### config.mk
export PLATFORM = sky130hd
export DESIGN_NAME = ppd_lane
export DESIGN_NICKNAME = d
export VERILOG_FILES = /design/src/hw/rtl/ppd_pkg.sv /design/src/hw/rtl/ppd_lane.sv
export SDC_FILE = /design/constraint.sdc
export NUM_CORES = 2
export LEC_CHECK = 0
export ABC_AREA = 1
export ABC_CLOCK_PERIOD_IN_PS = 20800
export BUFFER_PORTS_ARGS = -buffer_cell sky130_fd_sc_hd__buf_2
export CAP_MARGIN = 10
export CORE_AREA = 2 2 332 334
export DETAILED_ROUTE_END_ITERATION = 10
export DIE_AREA = 0 0 334 336
export PLACE_DENSITY = 0.64
export SYNTH_ARGS = -nofsm -noshare
export SYNTH_HDL_FRONTEND = slang
export SYNTH_SLANG_ARGS = --single-unit
### constraint.sdc
create_clock -name clock -period 20.8 [get_ports clock]
set_input_delay 1.04 -clock clock [delete_from_list [all_inputs] [get_ports clock]]
set_output_delay 1.04 -clock clock [all_outputs]
set_load 0.02 [all_outputs]
### src/hw/rtl/ppd_pkg.sv
// Shared widths, register codes and the lane output type for the pair distance core.
package ppd_pkg;

   localparam int CW      = 20;            // coordinate / box / distance width
   localparam int DW      = CW + 1;        // signed difference, its magnitude
   localparam int SQW     = 2 * CW;        // one squared axis term
   localparam int SUMW    = 2 * CW + 2;    // sum of three squares
   localparam int RW      = SUMW / 2;      // raw root width
   localparam int REMW    = RW + 3;        // square root partial remainder
   localparam int ADDR_W  = 4;
   localparam int DATA_W  = 32;

   localparam int LANE_LAT  = DW + 2;      // magnitude, remainder steps, square
   localparam int MERGE_LAT = RW + 1;      // sum, root steps
   localparam int PIPE_LAT  = LANE_LAT + MERGE_LAT;

   localparam logic [CW-1:0] BOX_RESET = CW'(25600);
   localparam logic [CW-1:0] DIST_MAX  = {CW{1'b1}};

   typedef enum logic [1:0] {
      REG_BOX_X = 2'd0,
      REG_BOX_Y = 2'd1,
      REG_BOX_Z = 2'd2
   } reg_idx_type;

   typedef struct packed {
      logic [SQW-1:0] sq;
      logic           sat;
   } lane_out_type;

endpackage

### src/hw/rtl/ppd_lane.sv
// One axis lane: difference, periodic fold by pipelined remainder, square.
module ppd_lane (
   input  logic                          clock,
   input  logic                          en,
   input  logic signed [ppd_pkg::CW-1:0] first,
   input  logic signed [ppd_pkg::CW-1:0] second,
   input  logic [ppd_pkg::CW-1:0]        box_len,
   output ppd_pkg::lane_out_type         lane_out
);
   import ppd_pkg::*;

   logic signed [DW-1:0] diff;
   logic [DW-1:0]        mag_in;
   logic [DW-1:0]        rem_ff [DW+1];
   logic [DW-1:0]        r;
   logic [DW-1:0]        len_ext;
   logic [DW-1:0]        fold_in;
   lane_out_type         out_in;
   lane_out_type         out_ff;

   assign diff    = $signed({second[CW-1], second}) - $signed({first[CW-1], first});
   assign mag_in  = diff[DW-1] ? DW'(-diff) : DW'(diff);
   assign len_ext = DW'(box_len);

   always_ff @(posedge clock) begin
      if (en) begin
         rem_ff[0] <= mag_in;
      end
   end

   // one restoring remainder step per stage, most significant quotient bit first
   for (genvar s = 0; s < DW; s++) begin : g_rem
      localparam int K = DW - 1 - s;
      logic [DW-1:0] step_in;
      always_comb begin
         if ((rem_ff[s] >> K) >= len_ext) begin
            step_in = rem_ff[s] - DW'(len_ext << K);
         end else begin
            step_in = rem_ff[s];
         end
      end
      always_ff @(posedge clock) begin
         if (en) begin
            rem_ff[s+1] <= step_in;
         end
      end
   end

   assign r = rem_ff[DW];

   // nearest image: min(r, len - r); zero length leaves the axis unfolded
   always_comb begin
      if (box_len == '0) begin
         fold_in = r;
      end else if ({r, 1'b0} > {1'b0, len_ext}) begin
         fold_in = len_ext - r;
      end else begin
         fold_in = r;
      end
      out_in.sat = fold_in[DW-1];
      out_in.sq  = fold_in[CW-1:0] * fold_in[CW-1:0];
   end

   always_ff @(posedge clock) begin
      if (en) begin
         out_ff <= out_in;
      end
   end

   assign lane_out = out_ff;

endmodule

==> run_results.csv <==
group,metric,value,unit
status,outcome,"finished clean",
timing,rsz0062_at_grt,"false",
setup_path,r2r_start,"rem_ff[2][119]",
die,die_x,334,um
die,initial_utilization,39.8,%
timing,finalHoldViolations,0,
placed_design,portBuffers,101,
timing,worst_pin_slew,1090,ps
logic_synthesis,synth_edf_count,502,
cells_and_area,area.growth.synth_to_final,9.51,%
drt,num_vias,32400,
cts,cts.sink_count,502,
die,dieArea,0.112,mm^2
cts,cts_tree,"yes",
logic_synthesis,synth-simple-area-share,14.5,%
setup_path,start_kind,"input port",
logic_synthesis,synthXorXnorAreaFrac,5.30,%
cts,cts_hold_buf,0,
global_route,grt_overflow_total,0,
drt,drc_errors,0,
logic_synthesis,yosysWarningCount,0,
placed_design,dpl.hpwl,82900,um
global_route,grt_max_degree,83,
setup_path,critPathMaxFanout,22,
logic_synthesis,synth_area_per_cell,9.21,um^2
setup_path,critPathSlowestCell,"fa_1",
drt,drtAntennaViolNets,0,
drt,drtIter0Drc,2192,
cells_and_area,n_antenna_cell,0,
logic_synthesis,synth_cell_types,75,
die,die_h,336,um
drt,wl_per_cell,17.3,um
drt,viasPerCell,5.16,
logic_synthesis,synth.top_cell.area_share,35.0,%
global_route,grt_pass1_wl,174000,um
die,core_region_area,0.108,mm^2
cts,cts_resized,0,
timing,slew_headroom,27.3,%
setup_path,slowest_delay,650,ps
cts,cts-root-buf,"clkbuf_16",
global_route,grt_pass1_vias,32300,
placed_design,place_congestion,0.930,
die,io_pins,103,
timing,finClkSkew,40.0,ps
timing,period_needed,10000,ps
cts,cts.reportedPaths.clkPinSlew,60,ps
logic_synthesis,syn-num-nets,5484,
cells_and_area,nNetsFinal,5612,
logic_synthesis,syn_area,0.0431,mm^2
timing,fin_crit_sh,48.1,%
logic_synthesis,synth_cells,4679,
global_route,antenna_found_initial,4,
setup_path,r2r_cells,35,
drt,firstDrtPassIters,5,
logic_synthesis,ys_top_cells_by_area,"edfxtp_1, fa_1, ha_1",
setup_path,cp.arrival,10350,ps
setup_path,r2r-end,"lane_out[39]",
timing,finalSetupViolCount,0,
cells_and_area,final_cell_mix,"nand2_1, inv_1, edfxtp_1, ha_1, a21oi_1",
logic_synthesis,synth-compound-area-share,11.0,%
timing,maxSlewViolCount,0,
cts,clockBufferDepth,3,
logic_synthesis,synth_fa_ha_area_share,26.8,%
cts,cts_setup_buffers,0,
cells_and_area,drive_gt1_share,6.28,%
cts,clk_latency,640,ps
setup_path,endpoint_kind,"register",
hold_path,min_to,"rem_ff[2][21]",
logic_synthesis,synth_top_family_by_area,"adder cells",
drt,drt_wl_total,108000,um
run,cap_viol_max_count,0,
setup_path,rrSetupSlack,11360,ps
logic_synthesis,yosysSeqAreaShare,35.0,%
logic_synthesis,synthMuxAreaShare,0.102,%
timing,fmax,100,MHz
logic_synthesis,ys_ff_latch,502,
logic_synthesis,yosys.area.top_type,"edfxtp_1",
logic_synthesis,async_flop_share,0,%
hold_path,hold_path_depth,0,
global_route,grt_usage,19.5,%
logic_synthesis,synth_ff_type,"edfxtp_1",
setup_path,required,21150,ps
hold_path,holdCritStartpoint,"rem_ff[2][0]",
hold_path,hold_class,"register to register",
timing,setup_tns,0,ps
cells_and_area,filler_cell_count,10500,
die,num_rows,121,
setup_path,critPathKind,"input port to register",
cts,htreeDepth,2,
cells_and_area,layout_commonest_cell,"nand2_1",
cts,cts_made_buffers,57,
## worst max-delay path, delay by kind of cell
| kind | cells | cell delay, ps |
|---|---|---|
| AO/OA/AOI/OAI | 10 | 2260 |
| XOR/XNOR | 2 | 320 |
| adder cells (fa/ha/maj) | 9 | 4640 |
| buffers and inverters | 11 | 1420 |
| AND/OR/NAND/NOR | 4 | 630 |
## state kept, by name, indices dropped and copies added (netlist names)
name	cells
rem_ff	462
lane_out	40
## metal layers
layer	part of all wire, %	GRT usage (%)	wire length [um]	vias up
met3	5.7	3.00	6180	157
li1	-	-	-	15900
met1	46	26.6	49500	15400
met2	46	32.4	50000	851
met5	0.032	0	35	-
met4	2.4	4.85	2550	6
## through the flow
stage / cell area [um^2] / utilization [%] / hold WS, ps / std cells / setup slack [ps]
floorplan: 43100 / - / 400 / 4679 / 11930
detailed placement: 45300 / 41.8 / 405 / 6161 / 10230
CTS: 47200 / 43.6 / 391 / 6266 / 10830
global route: 47200 / 43.6 / 384 / 6267 / 10220
finish: 47200 / 43.6 / 384 / 6267 / 10800
global placement: 45300 / 41.8 / 400 / 6161 / 10360
## how the worst max path moves through the flow
stage,slack (ps),from,cells past startpoint,to
after detailed placement,10230,box_len[1],36,lane_out[39]
final,10800,box_len[1],36,lane_out[39]
after CTS,10830,box_len[1],36,lane_out[39]
after floorplan,11930,box_len[1],32,lane_out[37]
after global placement,10360,box_len[1],36,lane_out[37]
after global routing,10220,box_len[1],36,lane_out[39]
## synth_stat cells (19+ instances only)
| master | instances |
|---|---|
| buf_2 | 20 |
| inv_1 | 749 |
| xor2_1 | 159 |
| nor3_1 | 44 |
| nor2_1 | 339 |
| fa_1 | 300 |
| a31oi_1 | 29 |
| o21bai_1 | 20 |
| ha_1 | 443 |
| a21o_1 | 20 |
| nand2_1 | 857 |
| o21ai_0 | 326 |
| edfxtp_1 | 502 |
| clkbuf_1 | 37 |
| nand4_1 | 50 |
| nor4_1 | 19 |
| a21oi_1 | 340 |
| xnor2_1 | 92 |
| nand3_1 | 140 |
## kinds of logic after synthesis
family | count (synthesis)
AO/OA/AOI/OAI | 843
XOR/XNOR | 255
adder cells (fa/ha/maj) | 743
buffers and inverters | 831
flip-flops | 502
multiplexers | 4
other | 1
AND/OR/NAND/NOR | 1500
## cell type report
class	count	area (um^2)	share of cell area, %
Tap cell	1414	1770	3.75
Inverter	766	2880	6.09
Multi-Input combinational cell	3346	24900	52.6
Timing Repair Buffer	134	763	1.62
Clock inverter	41	427	0.904
Clock buffer	64	1450	3.08
Sequential cell	502	15100	31.9
Power is not shown: default switching activity piles up to over one toggle a cycle in this logic, so the estimate is an artifact.
