--- src/hw/rtl/ppd_pkg.sv ---
// Shared widths, register codes and the lane output type for the pair distance core.
package ppd_pkg;

   localparam int CW      = 20;            // coordinate / box / distance width
   localparam int DW      = CW + 1;        // signed difference, its magnitude
   localparam int SQW     = 2 * CW;        // one squared axis term
   localparam int SUMW    = 2 * CW + 2;    // sum of three squares
   localparam int RW      = SUMW / 2;      // raw root width
   localparam int REMW    = RW + 3;        // square root partial remainder
   localparam int ADDR_W  = 4;
   localparam int DATA_W  = 32;

   localparam int LANE_LAT  = DW + 2;      // magnitude, remainder steps, square
   localparam int MERGE_LAT = RW + 1;      // sum, root steps
   localparam int PIPE_LAT  = LANE_LAT + MERGE_LAT;

   localparam logic [CW-1:0] BOX_RESET = CW'(25600);
   localparam logic [CW-1:0] DIST_MAX  = {CW{1'b1}};

   typedef enum logic [1:0] {
      REG_BOX_X = 2'd0,
      REG_BOX_Y = 2'd1,
      REG_BOX_Z = 2'd2
   } reg_idx_type;

   typedef struct packed {
      logic [SQW-1:0] sq;
      logic           sat;
   } lane_out_type;

endpackage

--- src/hw/rtl/ppd_merge.sv ---
// Merge stage: sum of the lane squares and pipelined integer square root.
module ppd_merge (
   input  logic                   clock,
   input  logic                   en,
   input  ppd_pkg::lane_out_type  lane_x,
   input  ppd_pkg::lane_out_type  lane_y,
   input  ppd_pkg::lane_out_type  lane_z,
   output logic [ppd_pkg::CW-1:0] distance
);
   import ppd_pkg::*;

   logic [SUMW-1:0] n_ff    [RW+1];
   logic [REMW-1:0] rem_ff  [RW+1];
   logic [RW-1:0]   root_ff [RW+1];
   logic            sat_ff  [RW+1];

   always_ff @(posedge clock) begin
      if (en) begin
         n_ff[0]    <= SUMW'(lane_x.sq) + SUMW'(lane_y.sq) + SUMW'(lane_z.sq);
         rem_ff[0]  <= '0;
         root_ff[0] <= '0;
         sat_ff[0]  <= lane_x.sat | lane_y.sat | lane_z.sat;
      end
   end

   // digit-by-digit root, two radicand bits per stage
   for (genvar j = 0; j < RW; j++) begin : g_root
      logic [REMW-1:0] remx;
      logic [REMW-1:0] trial;
      logic [REMW-1:0] rem_in;
      logic [RW-1:0]   root_in;
      always_comb begin
         remx  = {rem_ff[j][REMW-3:0], n_ff[j][SUMW-1 -: 2]};
         trial = REMW'({root_ff[j], 2'b01});
         if (remx >= trial) begin
            rem_in  = remx - trial;
            root_in = {root_ff[j][RW-2:0], 1'b1};
         end else begin
            rem_in  = remx;
            root_in = {root_ff[j][RW-2:0], 1'b0};
         end
      end
      always_ff @(posedge clock) begin
         if (en) begin
            n_ff[j+1]    <= n_ff[j] << 2;
            rem_ff[j+1]  <= rem_in;
            root_ff[j+1] <= root_in;
            sat_ff[j+1]  <= sat_ff[j];
         end
      end
   end

   assign distance = (sat_ff[RW] || root_ff[RW][RW-1]) ? DIST_MAX : root_ff[RW][CW-1:0];

endmodule

--- config.mk ---
export PLATFORM = sky130hd
export DESIGN_NAME = ppd_merge
export DESIGN_NICKNAME = d
export VERILOG_FILES = /design/src/hw/rtl/ppd_pkg.sv /design/src/hw/rtl/ppd_merge.sv
export SDC_FILE = /design/constraint.sdc
export NUM_CORES = 2
export LEC_CHECK = 0
export ABC_AREA = 0
export BUFFER_PORTS_ARGS = -buffer_cell sky130_fd_sc_hd__buf_2
export CORE_MARGIN = 3
export CORE_UTILIZATION = 57
export CTS_CLUSTER_DIAMETER = 150
export DETAILED_ROUTE_END_ITERATION = 10
export GPL_ROUTABILITY_DRIVEN = 0
export PLACE_DENSITY = 0.76
export SLEW_MARGIN = 30
export SYNTH_ARGS = -nofsm -noshare
export SYNTH_HDL_FRONTEND = slang
export SYNTH_SLANG_ARGS = --single-unit
--- constraint.sdc ---
create_clock -name clock -period 2.82 [get_ports clock]
set_input_delay 0.141 -clock clock [delete_from_list [all_inputs] [get_ports clock]]
set_output_delay 0.141 -clock clock [all_outputs]
set_load 0.02 [all_outputs]
==> run summary <==
Relative to the synthesized area, the layout overhead comes to 23.6%. The most instantiated flip-flop cell in the synthesis netlist is sky130_fd_sc_hd__edfxtp_1. For the final critical-path setup slack, the log shows -0.196 ns.

The final design instance area without fill was 66100 µm²; the minimum clock period was 3.02 ns. For this design the top-level I/O count stands at 145. The reported net switching power is 0.0133 W, and the biggest fanout along the worst timing path is 2. The tools report the final-report max-slew violation count as 0. The routed length per instance is 17.9 µm, and the DRC violation total after the first TritonRoute iteration is 2733. Die span in y: 312 µm. The worst setup path is captured at a flop. The initialized floorplan defines 111 standard-cell rows.

For the global-route wire length before repair, the log shows 171 mm. The number of synthesized flops with an enable pin is 1127. The tools report the worst clock skew on the final layout as 0.0227 ns. In this run, the combinational gates consume 22.9% of the power. The wire length after detailed routing was 110 mm. Floorplan die area: 97600 µm². After synthesis, the netlist uses 82 different library cells. The cell depth of the worst flop-to-flop path works out to 12. Among all stages on the critical path, the largest delay is contributed by sky130_fd_sc_hd__edfxtp_1.

The initial antenna violation count is 0, and the count of max-cap constraint violations is 0. Of all flip-flops after synthesis, the portion carrying an async set or reset was 0%. For the number of hold violations in the final report, the log shows 0. The total clock buffers created by CTS came out at 111. The final reports fail on setup timing.

The tools report the cell leakage power as 26.3 nW. The detailed-route vias per instance was 5.63; the setup slack of the worst register-to-register path was -0.20 ns. For this run, the total global-route usage over all layers was measured as 21.2%. Traced cell by cell, the critical path runs through ha_4 -> a21o_1 -> buf_4 -> a21oi_1 -> and4b_1 -> a31oi_1 -> o21ai_0 -> buf_4 -> o21bai_1 -> a21o_1 -> a31oi_1 -> mux2_4. Counting instances, the worst hold path has a depth of 4. The worst min-delay path category is in -> reg. In this run the tool buffered the top-level ports with 144 buffer cells. The tools report the clock tree root driver cell as sky130_fd_sc_hd__clkbuf_16. After detailed placement, the total cell area comes to 59400 µm². The net switching share of the total power came out at 27.3%.

The clock net in this run drives a total of 1127 sinks. TritonCTS built the clock tree. For the maximum number of pins on one net before global-route repair, the log shows 103.

The half-perimeter wire length of the detailed placement result was 67.6 mm; the remaining antenna violation count after routing was 0. Based on the critical path, the design can be clocked at up to 332 MHz. The count of final setup violators was 54; the share of the clock period used by the worst path was 107%.

On the final layout, the worst hold slack is 0.0774 ns. The run gives 5685 as the fill cell instance count of the final layout. Summing internal, switching and leakage power gives 0.0487 W.

The pre-antenna-repair detailed-routing pass consisted of 5 iterations. The clock passes through at most 3 buffers. The fraction of the core area covered by cells at the end of the flow is 71.6%.

The tools report the launch instance of the worst register-to-register path as rem_ff[2][31]$_DFFE_PP_. The vias after detailed routing was 34700. At the pin with the least slew margin, the transition time is 0.831 ns.

The Yosys step of the flow raised 0 warnings. The tools report the share of power burned in the clock network as 30.7%. The sequential element share of the synthesized area came out at 63.2%.

Sequential cells burn 46.4% of the power. At the later pin of the worst-skew pair, clock insertion delay measures 0.69 ns. Clock-pin slew was measured on the worst setup and hold paths at 0.06 ns. In the synthesized netlist, the number of instances is 4081. The run finished, with violations left. Average size of a mapped cell: 13.1 µm².

The power density over the cells works out to 736 nW/µm². The worst hold path endpoint was n_ff[0][40]$_DFFE_PP_. The largest stage delay on the critical path is 0.43 ns. The internal portion of the total power is 0.0354 W.

The data arrival at the endpoint of the critical path was 3.45 ns. STA classifies the critical path startpoint as a flop. In this run the horizontal extent of the chip is 312 µm. For this run, design rule violations remaining after detail routing come to 0.

The tools report the number of antenna repair diodes as 0. Setup repair after global routing could not meet its margin everywhere. The net count after synthesis came out at 4539. Core area: 92400 µm². The post-route netlist has 25.5% of its cells at a drive strength greater than 1.

The worst hold path begins at lane_z[40]. Reg-to-reg critical path endpoint: rem_ff[2][69]$_DFFE_PP_. Synthesis inferred 1127 register bits. After global routing the overflow that remains totals 0. The worst pin sits at a relative slew slack of 44.1%. The logs give 563 µV for the maximum VDD drop and 3.25 ns for the required time at the worst-slack endpoint. The mapped netlist covers 53500 µm².

For this run, the post-layout net count is 5290. Maximum level of the CTS H-tree: 3. For the number of global-route vias before repair, the log shows 34600.

For this configuration, the core starts out at a cell density of 58.0%. The type of the worst setup path was reg -> reg.
-- cells in the final DEF, fill, tap and decap left out, types with 34 or more instances in the layout --
master / instances
sky130_fd_sc_hd__inv_1: 311
sky130_fd_sc_hd__o21a_1: 58
sky130_fd_sc_hd__edfxtp_1: 1127
sky130_fd_sc_hd__a21oi_1: 233
sky130_fd_sc_hd__nor2_1: 207
sky130_fd_sc_hd__buf_2: 143
sky130_fd_sc_hd__fa_1: 40
sky130_fd_sc_hd__or3_1: 63
sky130_fd_sc_hd__nor3_1: 63
sky130_fd_sc_hd__o21ai_0: 132
sky130_fd_sc_hd__nor2b_1: 34
sky130_fd_sc_hd__xor2_1: 150
sky130_fd_sc_hd__nand2_1: 231
sky130_fd_sc_hd__a21o_1: 100
sky130_fd_sc_hd__nand4_1: 47
sky130_fd_sc_hd__nand2b_1: 53
sky130_fd_sc_hd__ha_4: 39
sky130_fd_sc_hd__clkbuf_16: 116
sky130_fd_sc_hd__buf_4: 495
sky130_fd_sc_hd__nand3_1: 64
sky130_fd_sc_hd__ha_1: 243
sky130_fd_sc_hd__o21ai_2: 46
sky130_fd_sc_hd__xnor2_1: 196
-- sequential cells by signal (all words and copies together) (netlist names) --
name     cells
n_ff       462
rem_ff     412
root_ff    231
sat_ff      22
-- worst max path at each step --
stage	cells past startpoint	slack [ns]	end	start
2_1_floorplan	10	-0.08	rem_ff[2][93]$_DFFE_PP_	rem_ff[2][51]$_DFFE_PP_
3_3_place_gp	13	-0.44	n_ff[0][39]$_DFFE_PP_	lane_x[2]
3_5_place_dp	13	-0.50	n_ff[0][39]$_DFFE_PP_	lane_x[2]
4_1_cts	12	-0.1	rem_ff[2][87]$_DFFE_PP_	rem_ff[2][51]$_DFFE_PP_
5_1_grt	13	-0.22	rem_ff[2][1]$_DFFE_PP_	root_ff[1][147]$_DFFE_PP_
6_report	12	-0.20	rem_ff[2][69]$_DFFE_PP_	rem_ff[2][31]$_DFFE_PP_
-- Yosys cell counts, types with 6 or more instances --
cell type | n | area share [%]
sky130_fd_sc_hd__o21bai_1 | 23 | 0.32
sky130_fd_sc_hd__or4_1 | 24 | 0.34
sky130_fd_sc_hd__and3_1 | 17 | 0.20
sky130_fd_sc_hd__or3_1 | 67 | 0.78
sky130_fd_sc_hd__buf_2 | 7 | 0.065
sky130_fd_sc_hd__o21a_1 | 59 | 0.83
sky130_fd_sc_hd__nand3_1 | 72 | 0.67
sky130_fd_sc_hd__nor2_1 | 243 | 1.7
sky130_fd_sc_hd__o2111ai_1 | 6 | 0.098
sky130_fd_sc_hd__mux2i_1 | 8 | 0.15
sky130_fd_sc_hd__nor4b_1 | 6 | 0.098
sky130_fd_sc_hd__nand2b_1 | 54 | 0.63
sky130_fd_sc_hd__a211oi_1 | 16 | 0.22
sky130_fd_sc_hd__nand3b_1 | 7 | 0.098
sky130_fd_sc_hd__and2_1 | 7 | 0.082
sky130_fd_sc_hd__nor4_1 | 47 | 0.55
sky130_fd_sc_hd__o21ai_0 | 204 | 1.9
sky130_fd_sc_hd__o211ai_1 | 16 | 0.22
sky130_fd_sc_hd__xnor2_1 | 200 | 3.3
sky130_fd_sc_hd__nor3b_1 | 7 | 0.098
sky130_fd_sc_hd__clkbuf_1 | 57 | 0.40
sky130_fd_sc_hd__a21oi_1 | 262 | 2.4
sky130_fd_sc_hd__nand2_1 | 239 | 1.7
sky130_fd_sc_hd__o31ai_1 | 25 | 0.35
sky130_fd_sc_hd__a21boi_0 | 14 | 0.20
sky130_fd_sc_hd__edfxtp_1 | 1127 | 63
sky130_fd_sc_hd__and4_1 | 6 | 0.098
sky130_fd_sc_hd__nor3_1 | 72 | 0.67
sky130_fd_sc_hd__xor2_1 | 150 | 2.5
sky130_fd_sc_hd__mux2_2 | 36 | 0.76
sky130_fd_sc_hd__fa_1 | 41 | 1.5
sky130_fd_sc_hd__a21o_1 | 100 | 1.4
sky130_fd_sc_hd__a211o_1 | 11 | 0.18
sky130_fd_sc_hd__a31oi_1 | 19 | 0.22
sky130_fd_sc_hd__inv_1 | 334 | 2.3
sky130_fd_sc_hd__ha_1 | 292 | 6.8
sky130_fd_sc_hd__nand4_1 | 47 | 0.55
sky130_fd_sc_hd__nor2b_1 | 44 | 0.51
sky130_fd_sc_hd__or2_2 | 19 | 0.22
-- final cells by class --
class,count,area (µm²),share of cell area (%)
Clock buffer,129,2910,4.40
Timing Repair Buffer,705,5520,8.35
Inverter,335,1260,1.91
Clock inverter,78,786,1.19
Tap cell,1243,1560,2.35
Multi-Input combinational cell,2552,20300,30.6
Sequential cell,1127,33800,51.2
-- worst max-delay path, delay by kind of cell (launching register included) --
family / cells / cell delay, ns
adders and majority gates: 1 / 0.26
AOI/OAI and AO/OA: 7 / 1.19
DFF: 1 / 0.43
muxes: 1 / 0.33
buffers and inverters: 2 / 0.30
and+or+nand+nor: 1 / 0.25
-- cells by family (layout without fill, tap and decap cells) --
group	after synthesis	after routing	share of synthesized area [%]
DFF	1127	1127	63.2
and+or+nand+nor	1002	1002	9.42
AOI/OAI and AO/OA	821	822	9.52
buffers and inverters	403	1247	2.84
xor gates and xnor gates	350	350	5.73
adders and majority gates	333	333	8.36
muxes	44	44	0.907
other	1	1	0.00701
-- metrics by stage --
step	std cells	setup slack, ns	TNS [ns]
after floorplan	4081	-0.0796	-0.132
final	6169	-0.196	-4.05
after detailed placement	5848	-0.500	-34.27
after global routing	6169	-0.220	-11.95
after CTS	6116	-0.0979	-1.17
after global placement	5848	-0.435	-20.19
-- routing by layer --
metal	GRT usage [%]	up-vias	routed length, µm
li1	-	16600	-
met1	28.2	16800	45900
met2	36.3	1082	55500
met3	3.13	232	6120
met4	6.61	0	2900
met5	0	-	0
-- power by group through the flow --
stage / logic [W] / clock network [W] / registers, W
after floorplan: 0.00618 / 0 / 0.0224
after global placement: 0.00903 / 0 / 0.0227
after detailed placement: 0.00940 / 0 / 0.0228
after CTS: 0.0102 / 0.0152 / 0.0225
after global routing: 0.0122 / 0.0159 / 0.0228
final: 0.0112 / 0.0149 / 0.0226
-- repair_timing --
item                                    4_1_cts  5_1_grt
endpoints found under the setup margin      208      246
pin swaps                                    48      153
buffers inserted                             50       67
resized for setup                           167      329
hold buffers                                  5        0
endpoints found under the hold margin        55        0
gates cloned                                  8        3
Note: power is estimated with default switching activity, not from simulation.
